### src/rtl/bdq_pkg.sv
// ----------------------------------------------------------------------------
// bdq_pkg
// Shared constants, command codes and store port bundle for the bounded deque.
// ----------------------------------------------------------------------------
package bdq_pkg;

   // store geometry
   localparam int DEPTH = 16;
   localparam int IDX_W = (DEPTH > 1) ? $clog2(DEPTH) : 1;
   localparam int CNT_W = $clog2(DEPTH + 1);
   localparam int SUM_W = CNT_W + 1;
   localparam int WORD_W = 32;

   // command codes, six and seven behave as status
   typedef enum logic [2:0] {
      CMD_PUSH_FRONT = 3'd0,
      CMD_PUSH_BACK  = 3'd1,
      CMD_POP_FRONT  = 3'd2,
      CMD_POP_BACK   = 3'd3,
      CMD_CLEAR      = 3'd4,
      CMD_STATUS     = 3'd5
   } cmd_type;

   // fault codes
   localparam logic [1:0] FAULT_OK    = 2'd0;
   localparam logic [1:0] FAULT_FULL  = 2'd1;
   localparam logic [1:0] FAULT_EMPTY = 2'd2;

   // one write port and one read port of the word store
   typedef struct packed {
      logic                     wr_en;
      logic [IDX_W-1:0]         wr_addr;
      logic signed [WORD_W-1:0] wr_data;
      logic                     rd_en;
      logic [IDX_W-1:0]         rd_addr;
   } store_req_type;

   // circular wrap of a sum known to stay below twice the depth
   function automatic logic [IDX_W-1:0] wrap_idx(input logic [SUM_W-1:0] s);
      logic [SUM_W-1:0] r;
      begin
         r = (s >= SUM_W'(DEPTH)) ? (s - SUM_W'(DEPTH)) : s;
         wrap_idx = r[IDX_W-1:0];
      end
   endfunction

   function automatic logic [IDX_W-1:0] inc_idx(input logic [IDX_W-1:0] i);
      inc_idx = (i == IDX_W'(DEPTH - 1)) ? '0 : i + IDX_W'(1);
   endfunction

   function automatic logic [IDX_W-1:0] dec_idx(input logic [IDX_W-1:0] i);
      dec_idx = (i == '0) ? IDX_W'(DEPTH - 1) : i - IDX_W'(1);
   endfunction

endpackage

### src/rtl/bdq_store.sv
// ----------------------------------------------------------------------------
// bdq_store
// Word store of the deque: one write port, one read port, registered read.
// ----------------------------------------------------------------------------
module bdq_store import bdq_pkg::*; (
   input  logic                     clock,
   input  store_req_type            req,
   output logic signed [WORD_W-1:0] rd_data
);

   logic signed [WORD_W-1:0] mem [DEPTH];
   logic signed [WORD_W-1:0] rd_data_ff;

   // write port
   always_ff @(posedge clock) begin
      if (req.wr_en) begin
         mem[req.wr_addr] <= req.wr_data;
      end
   end

   // read port, data registered and ready in the cycle after the address
   always_ff @(posedge clock) begin
      if (req.rd_en) begin
         rd_data_ff <= mem[req.rd_addr];
      end
   end

   assign rd_data = rd_data_ff;

endmodule

### src/rtl/bounded_deque.sv
// ----------------------------------------------------------------------------
// bounded_deque
// Double-ended queue of signed 32-bit words over a circular store.
// ----------------------------------------------------------------------------
// Usage
//   Input channel req_*: a command (push front, push back, pop front,
//   pop back, clear, status) and a word to push. Every transaction yields
//   exactly one rsp_* transaction: the popped word, the front and rear words
//   after the command, the count, empty and full flags and a fault code.
//   Push, clear and status results go from the DONE state into the output
//   register; a pop that leaves words behind first passes the FETCH state,
//   since the new front or rear word is fetched from the store, whose read
//   port is registered. One command is worked at a time, and no new
//   transaction is taken until the last one has left the DONE state.
//   The front and rear words are kept in registers, so each command needs
//   at most one store write or one store read.
//   Reset leaves the deque empty with the head at entry zero; the store is
//   not cleared, entries are read only after a push wrote them.
//   A stalled result stays in the output register; the next command is
//   still accepted and worked, and waits for the register to free.
// ----------------------------------------------------------------------------
module bounded_deque import bdq_pkg::*; (
   input  logic                     clock,
   input  logic                     reset,
   input  logic                     req_valid,
   output logic                     req_stall,
   input  logic [2:0]               req_cmd,
   input  logic signed [WORD_W-1:0] req_value,
   output logic                     rsp_valid,
   input  logic                     rsp_stall,
   output logic signed [WORD_W-1:0] rsp_popped,
   output logic signed [WORD_W-1:0] rsp_front_word,
   output logic signed [WORD_W-1:0] rsp_rear_word,
   output logic [CNT_W-1:0]         rsp_occupancy,
   output logic                     rsp_is_empty,
   output logic                     rsp_is_full,
   output logic [1:0]               rsp_fault
);

   typedef enum logic [1:0] {
      ST_IDLE,
      ST_FETCH,
      ST_DONE
   } state_type;

   state_type                state_ff, state_in;
   logic [IDX_W-1:0]         head_ff, head_in;
   logic [CNT_W-1:0]         held_ff, held_in;
   logic signed [WORD_W-1:0] front_ff, front_in;
   logic signed [WORD_W-1:0] rear_ff, rear_in;
   logic signed [WORD_W-1:0] popped_ff, popped_in;
   logic [1:0]               fault_ff, fault_in;
   logic                     fetch_front_ff, fetch_front_in;
   logic                     rsp_valid_ff, rsp_valid_in;
   logic signed [WORD_W-1:0] rsp_popped_ff, rsp_popped_in;
   logic signed [WORD_W-1:0] rsp_front_ff, rsp_front_in;
   logic signed [WORD_W-1:0] rsp_rear_ff, rsp_rear_in;
   logic [CNT_W-1:0]         rsp_occ_ff, rsp_occ_in;
   logic [1:0]               rsp_fault_ff, rsp_fault_in;

   store_req_type            store_req;
   logic signed [WORD_W-1:0] store_rd_data;
   logic                     is_empty, is_full;

   assign is_empty = (held_ff == '0);
   assign is_full  = (held_ff == CNT_W'(DEPTH));

   // word store
   bdq_store u_store (
      .clock   (clock),
      .req     (store_req),
      .rd_data (store_rd_data)
   );

   // command sequencer and result register
   always_comb begin
      state_in       = state_ff;
      head_in        = head_ff;
      held_in        = held_ff;
      front_in       = front_ff;
      rear_in        = rear_ff;
      popped_in      = popped_ff;
      fault_in       = fault_ff;
      fetch_front_in = fetch_front_ff;
      rsp_popped_in  = rsp_popped_ff;
      rsp_front_in   = rsp_front_ff;
      rsp_rear_in    = rsp_rear_ff;
      rsp_occ_in     = rsp_occ_ff;
      rsp_fault_in   = rsp_fault_ff;
      store_req      = '0;

      // result taken by the receiver
      rsp_valid_in = rsp_valid_ff && rsp_stall;

      case (state_ff)
         ST_IDLE: begin
            if (req_valid) begin
               popped_in = '0;
               fault_in  = FAULT_OK;
               state_in  = ST_DONE;
               case (cmd_type'(req_cmd))
                  CMD_PUSH_FRONT: begin
                     if (is_full) begin
                        fault_in = FAULT_FULL;
                     end else begin
                        head_in           = dec_idx(head_ff);
                        held_in           = held_ff + CNT_W'(1);
                        front_in          = req_value;
                        store_req.wr_en   = 1'b1;
                        store_req.wr_addr = dec_idx(head_ff);
                        store_req.wr_data = req_value;
                        if (is_empty) begin
                           rear_in = req_value;
                        end
                     end
                  end
                  CMD_PUSH_BACK: begin
                     if (is_full) begin
                        fault_in = FAULT_FULL;
                     end else begin
                        held_in           = held_ff + CNT_W'(1);
                        rear_in           = req_value;
                        store_req.wr_en   = 1'b1;
                        store_req.wr_addr = wrap_idx(SUM_W'(head_ff) + SUM_W'(held_ff));
                        store_req.wr_data = req_value;
                        if (is_empty) begin
                           front_in = req_value;
                        end
                     end
                  end
                  CMD_POP_FRONT: begin
                     if (is_empty) begin
                        fault_in = FAULT_EMPTY;
                     end else begin
                        popped_in = front_ff;
                        head_in   = inc_idx(head_ff);
                        held_in   = held_ff - CNT_W'(1);
                        if (held_ff == CNT_W'(1)) begin
                           front_in = '0;
                           rear_in  = '0;
                        end else begin
                           store_req.rd_en   = 1'b1;
                           store_req.rd_addr = inc_idx(head_ff);
                           fetch_front_in    = 1'b1;
                           state_in          = ST_FETCH;
                        end
                     end
                  end
                  CMD_POP_BACK: begin
                     if (is_empty) begin
                        fault_in = FAULT_EMPTY;
                     end else begin
                        popped_in = rear_ff;
                        held_in   = held_ff - CNT_W'(1);
                        if (held_ff == CNT_W'(1)) begin
                           front_in = '0;
                           rear_in  = '0;
                        end else begin
                           store_req.rd_en   = 1'b1;
                           store_req.rd_addr = wrap_idx(SUM_W'(head_ff) + SUM_W'(held_ff)
                                                        - SUM_W'(2));
                           fetch_front_in    = 1'b0;
                           state_in          = ST_FETCH;
                        end
                     end
                  end
                  CMD_CLEAR: begin
                     head_in  = '0;
                     held_in  = '0;
                     front_in = '0;
                     rear_in  = '0;
                  end
                  default: begin
                  end
               endcase
            end
         end
         // new end word arrives from the store
         ST_FETCH: begin
            if (fetch_front_ff) begin
               front_in = store_rd_data;
            end else begin
               rear_in = store_rd_data;
            end
            state_in = ST_DONE;
         end
         // hand the result to the output register once it is free
         ST_DONE: begin
            if (!rsp_valid_ff || !rsp_stall) begin
               rsp_valid_in  = 1'b1;
               rsp_popped_in = popped_ff;
               rsp_front_in  = front_ff;
               rsp_rear_in   = rear_ff;
               rsp_occ_in    = held_ff;
               rsp_fault_in  = fault_ff;
               state_in      = ST_IDLE;
            end
         end
         default: begin
            state_in = ST_IDLE;
         end
      endcase
   end

   always_ff @(posedge clock) begin
      if (reset) begin
         state_ff     <= ST_IDLE;
         head_ff      <= '0;
         held_ff      <= '0;
         front_ff     <= '0;
         rear_ff      <= '0;
         rsp_valid_ff <= 1'b0;
      end else begin
         state_ff     <= state_in;
         head_ff      <= head_in;
         held_ff      <= held_in;
         front_ff     <= front_in;
         rear_ff      <= rear_in;
         rsp_valid_ff <= rsp_valid_in;
      end
      popped_ff      <= popped_in;
      fault_ff       <= fault_in;
      fetch_front_ff <= fetch_front_in;
      rsp_popped_ff  <= rsp_popped_in;
      rsp_front_ff   <= rsp_front_in;
      rsp_rear_ff    <= rsp_rear_in;
      rsp_occ_ff     <= rsp_occ_in;
      rsp_fault_ff   <= rsp_fault_in;
   end

   // ports
   assign req_stall      = (state_ff != ST_IDLE);
   assign rsp_valid      = rsp_valid_ff;
   assign rsp_popped     = rsp_popped_ff;
   assign rsp_front_word = rsp_front_ff;
   assign rsp_rear_word  = rsp_rear_ff;
   assign rsp_occupancy  = rsp_occ_ff;
   assign rsp_is_empty   = (rsp_occ_ff == '0);
   assign rsp_is_full    = (rsp_occ_ff == CNT_W'(DEPTH));
   assign rsp_fault      = rsp_fault_ff;

endmodule

### config.mk
export PLATFORM = sky130hd
export DESIGN_NAME = bounded_deque
export DESIGN_NICKNAME = d
export VERILOG_FILES = /design/src/rtl/bdq_pkg.sv /design/src/rtl/bdq_store.sv /design/src/rtl/bounded_deque.sv
export SDC_FILE = /design/constraint.sdc
export NUM_CORES = 1
export LEC_CHECK = 0
export ABC_CLOCK_PERIOD_IN_PS = 8600
export BUFFER_PORTS_ARGS = -buffer_cell sky130_fd_sc_hd__clkbuf_2
export CAP_MARGIN = 20
export CORE_MARGIN = 4
export CORE_UTILIZATION = 50
export CTS_CLUSTER_DIAMETER = 100
export CTS_CLUSTER_SIZE = 20
export DETAILED_ROUTE_END_ITERATION = 8
export GPL_ROUTABILITY_DRIVEN = 1
export GPL_TIMING_DRIVEN = 0
export HOLD_SLACK_MARGIN = 0.02
export PLACE_DENSITY = 0.68
export SETUP_SLACK_MARGIN = 0.02
export SLEW_MARGIN = 20
export SYNTH_ARGS = -nofsm -noshare
export SYNTH_HDL_FRONTEND = slang
export SYNTH_SLANG_ARGS = --single-unit
### constraint.sdc
create_clock -name clock -period 8.6 [get_ports clock]
set_clock_uncertainty 0.1 [all_clocks]
set_input_delay 2.58 -clock clock [delete_from_list [all_inputs] [get_ports clock]]
set_output_delay 2.58 -clock clock [all_outputs]
set_load 0.1 [all_outputs]
==> impl_metrics.csv <==
group,metric,value,unit
run_status,status,"finished, final reports clean",
worst_hold_path,worstHoldStart,"popped_ff[28]",
power,p_int,0.00519,W
sta,grt_setup_unrepaired,"no",
synth,synthArstFlopShare,0,%
global_routing,grt_pass1_wl,114000,um
clocking,cts_setup_buffers,0,
power,p_switching,0.00170,W
sta,finalHoldViolCount,0,
worst_setup_path,cp-end-kind,"register",
synth,synth.most_common_cell,"edfxtp_1",
power,powerDensity,208,nW/um^2
run,drv_cap,0,
worst_setup_path,ff2ff_path_depth,10,
final_layout,drive_gt1_share,17.7,%
synth,ys_seq_area_share,74.5,%
route,drc,0,
synth,synth-edff-count,682,
clocking,cts.sinks,758,
synth,synth_area_leaders,"edfxtp_1, dfxtp_1, mux2_2",
power,swShare,24.7,%
route,wl_per_cell,26.6,um
sta,finalSetupViolCount,0,
power,seqPwrFrac,59.8,%
global_routing,grt_antenna_before_repair,1,
sta,slew_headroom,20.4,%
sta,finalCritPeriodShare,68.3,%
worst_setup_path,critPathLaunchType,"input port",
worst_hold_path,hold_end,"rsp_popped[28]",
clocking,cts_tree,"done",
worst_setup_path,cp_max_fo,10,
floorplan,num_rows,88,
route,drtPass1Iterations,6,
route,ant_nets,0,
worst_setup_path,worst_r2r_endpoint,"u_store.rd_data[27]",
global_routing,grt_max_degree,42,
final_layout,nFillCells,4558,
worst_hold_path,holdPathStages,0,
synth,synth_cell_types,73,
floorplan,die_y,251,um
synth,yosys-top-cells-count,"edfxtp_1, nor2_1, o21ai_0, mux2_2, o22ai_1",
clocking,cts_repair_resize_count,0,
route,vias_per_cell,6.27,
route,vias,18400,
synth,postSynthNetCount,1986,
clocking,root_buffer,"clkbuf_16",
worst_setup_path,worstReg2RegStart,"head_ff[1]",
placed_design,gp_congestion,0.892,
floorplan,die_x,251,um
global_routing,grt_pass1_vias,18000,
synth,synthCells,1936,
clocking,cts_buffers,43,
clocking,cts_hold_buf,0,
worst_setup_path,path_class,"in2reg",
clocking,htree_levels,2,
floorplan,dieArea,63000,sq um
worst_hold_path,hold_class,"reg2reg",
synth,yosysTopAreaCellShare,69.3,%
power,p_leak,11.6,nW
final_layout,nNetsFinal,2196,
synth,synth_area_leader_cell,"edfxtp_1",
clocking,clock_latency,0.60,ns
final_layout,postLayoutCellArea,33100,sq um
synth,ys_ff_latch,758,
synth,synth_top_flop_cell,"edfxtp_1",
clocking,cts_buffer_depth,3,
route,drtIter0Drc,2258,
placed_design,hpwlAfterDp,54600,um
synth,syn_area,29500,sq um
floorplan,pin_count,146,
placed_design,dpl-instance-area,31900,sq um
sta,max_slew.worst_pin.slew,1.19,ns
route,routed_wl,78000,um
power,power_frac_comb,10.2,%
power,vdd_ir_drop_max,0.000183,V
final_layout,area_growth_syn_to_layout,12.0,%
global_routing,grt.total_usage,24.1,%
sta,fmaxAchievable,170,MHz
placed_design,buffer_ports.inserted,144,
sta,layout_min_cycle_time,5.88,ns
final_layout,finalCoreUtilization,56.9,%
sta,hold_ws,0.322,ns
floorplan,initial_utilization,50.8,%
worst_setup_path,worstPathRequired,8.86,ns
synth,avgSynthCellArea,15.3,sq um
worst_setup_path,arrival,6.13,ns
synth,yosysWarnings,0,
clocking,path_clk_slew,0.08,ns
power,clkPwrFrac,29.9,%
sta,maxSlewViolCount,0,
worst_setup_path,r2r_setup_slack,3.82,ns
global_routing,gr-total-overflow,0,
floorplan,core,58100,sq um
[final cells by class]
class | instances | area, sq um | area share [%]
antenna | 1 | 2.50 | 0.00756
buffer | 141 | 624 | 1.89
clock buffer | 61 | 1160 | 3.52
clock inverter | 3 | 28.8 | 0.0870
inverter | 39 | 146 | 0.443
multi-input combinational | 998 | 6910 | 20.9
sequential | 758 | 22000 | 66.5
tap | 765 | 957 | 2.89
timing repair buffer | 165 | 1250 | 3.77
[critical path, stage by stage]
cell,delay [ns]
clkbuf_2,0.15
clkbuf_1,0.40
nor2_1,0.17
nor3b_1,0.86
clkbuf_1,0.53
clkbuf_1,0.59
o2111ai_1,0.21
o2111ai_1,0.14
o21ai_0,0.19
mux2_2,0.31
[per-stage QoR]
stage	instances	power, W	setup TNS (ns)	worst slack, ns
after floorplan	1936	0.00469	0	0.459
after global placement	2845	0.00488	-148.45	-1.45
after detailed placement	2866	0.00490	0	2.19
after CTS	2930	0.00691	0	2.85
after global routing	2931	0.00710	0	2.69
final	2931	0.00689	0	2.72
[per-layer routing]
metal | global-route usage (%) | wire length, um | up-vias
met2 | 39.2 | 36600 | 1009
met1 | 32.3 | 30900 | 9173
met5 | 0 | 0 | -
li1 | - | - | 8030
met4 | 9.16 | 3120 | 0
met3 | 5.18 | 7440 | 169
[cells by family after synthesis]
| kind of cell | share of synthesized area [%] |
|---|---|
| xor+xnor | 0.229 |
| simple gates | 5.59 |
| compound gates | 11.1 |
| flops | 74.5 |
| buf+inv | 2.60 |
| mux | 5.54 |
| fa+ha+maj | 0.491 |
[flip-flops by register name (all words and copies together) (netlist names)]
signal	cells
u_store.mem	512
front_ff	32
popped_ff	32
rear_ff	32
rsp_front_word	32
rsp_popped	32
rsp_rear_word	32
u_store.rd_data	32
held_ff	5
rsp_occupancy	5
head_ff	4
fault_ff	2
rsp_fault	2
state_ff	2
fetch_front_ff	1
rsp_valid	1
[cells in the final DEF, fill, tap and decap left out, drive strengths merged, types with 50 or more instances in the layout]
cell type,n
nor2,150
o2111ai,50
buf,57
dfxtp,76
mux2,109
a21oi,55
clkbuf,310
and3,68
o21ai,147
a211oi,68
edfxtp,682
o22ai,109
[how the worst max path moves through the flow]
stage / slack, ns / start / cells after the start / endpoint
2_1_floorplan: 0.46 / rsp_stall / 1 / rsp_fault[0]
3_3_place_gp: -1.45 / rsp_stall / 2 / rsp_front_word[4]
6_report: 2.72 / req_cmd[0] / 10 / u_store.rd_data[0]
3_5_place_dp: 2.19 / req_valid / 12 / u_store.rd_data[30]
4_1_cts: 2.85 / req_valid / 12 / u_store.rd_data[30]
5_1_grt: 2.69 / req_cmd[0] / 10 / u_store.rd_data[1]
[power groups by stage]
stage | combinational [W] | sequential (W) | clock, W
floorplan | 0.000280 | 0.00441 | 0
detailed placement | 0.000697 | 0.00421 | 0
global route | 0.000738 | 0.00413 | 0.00223
global placement | 0.000668 | 0.00421 | 0
CTS | 0.000699 | 0.00412 | 0.00209
finish | 0.000705 | 0.00412 | 0.00206
Note: power is estimated with default switching activity, not from simulation.
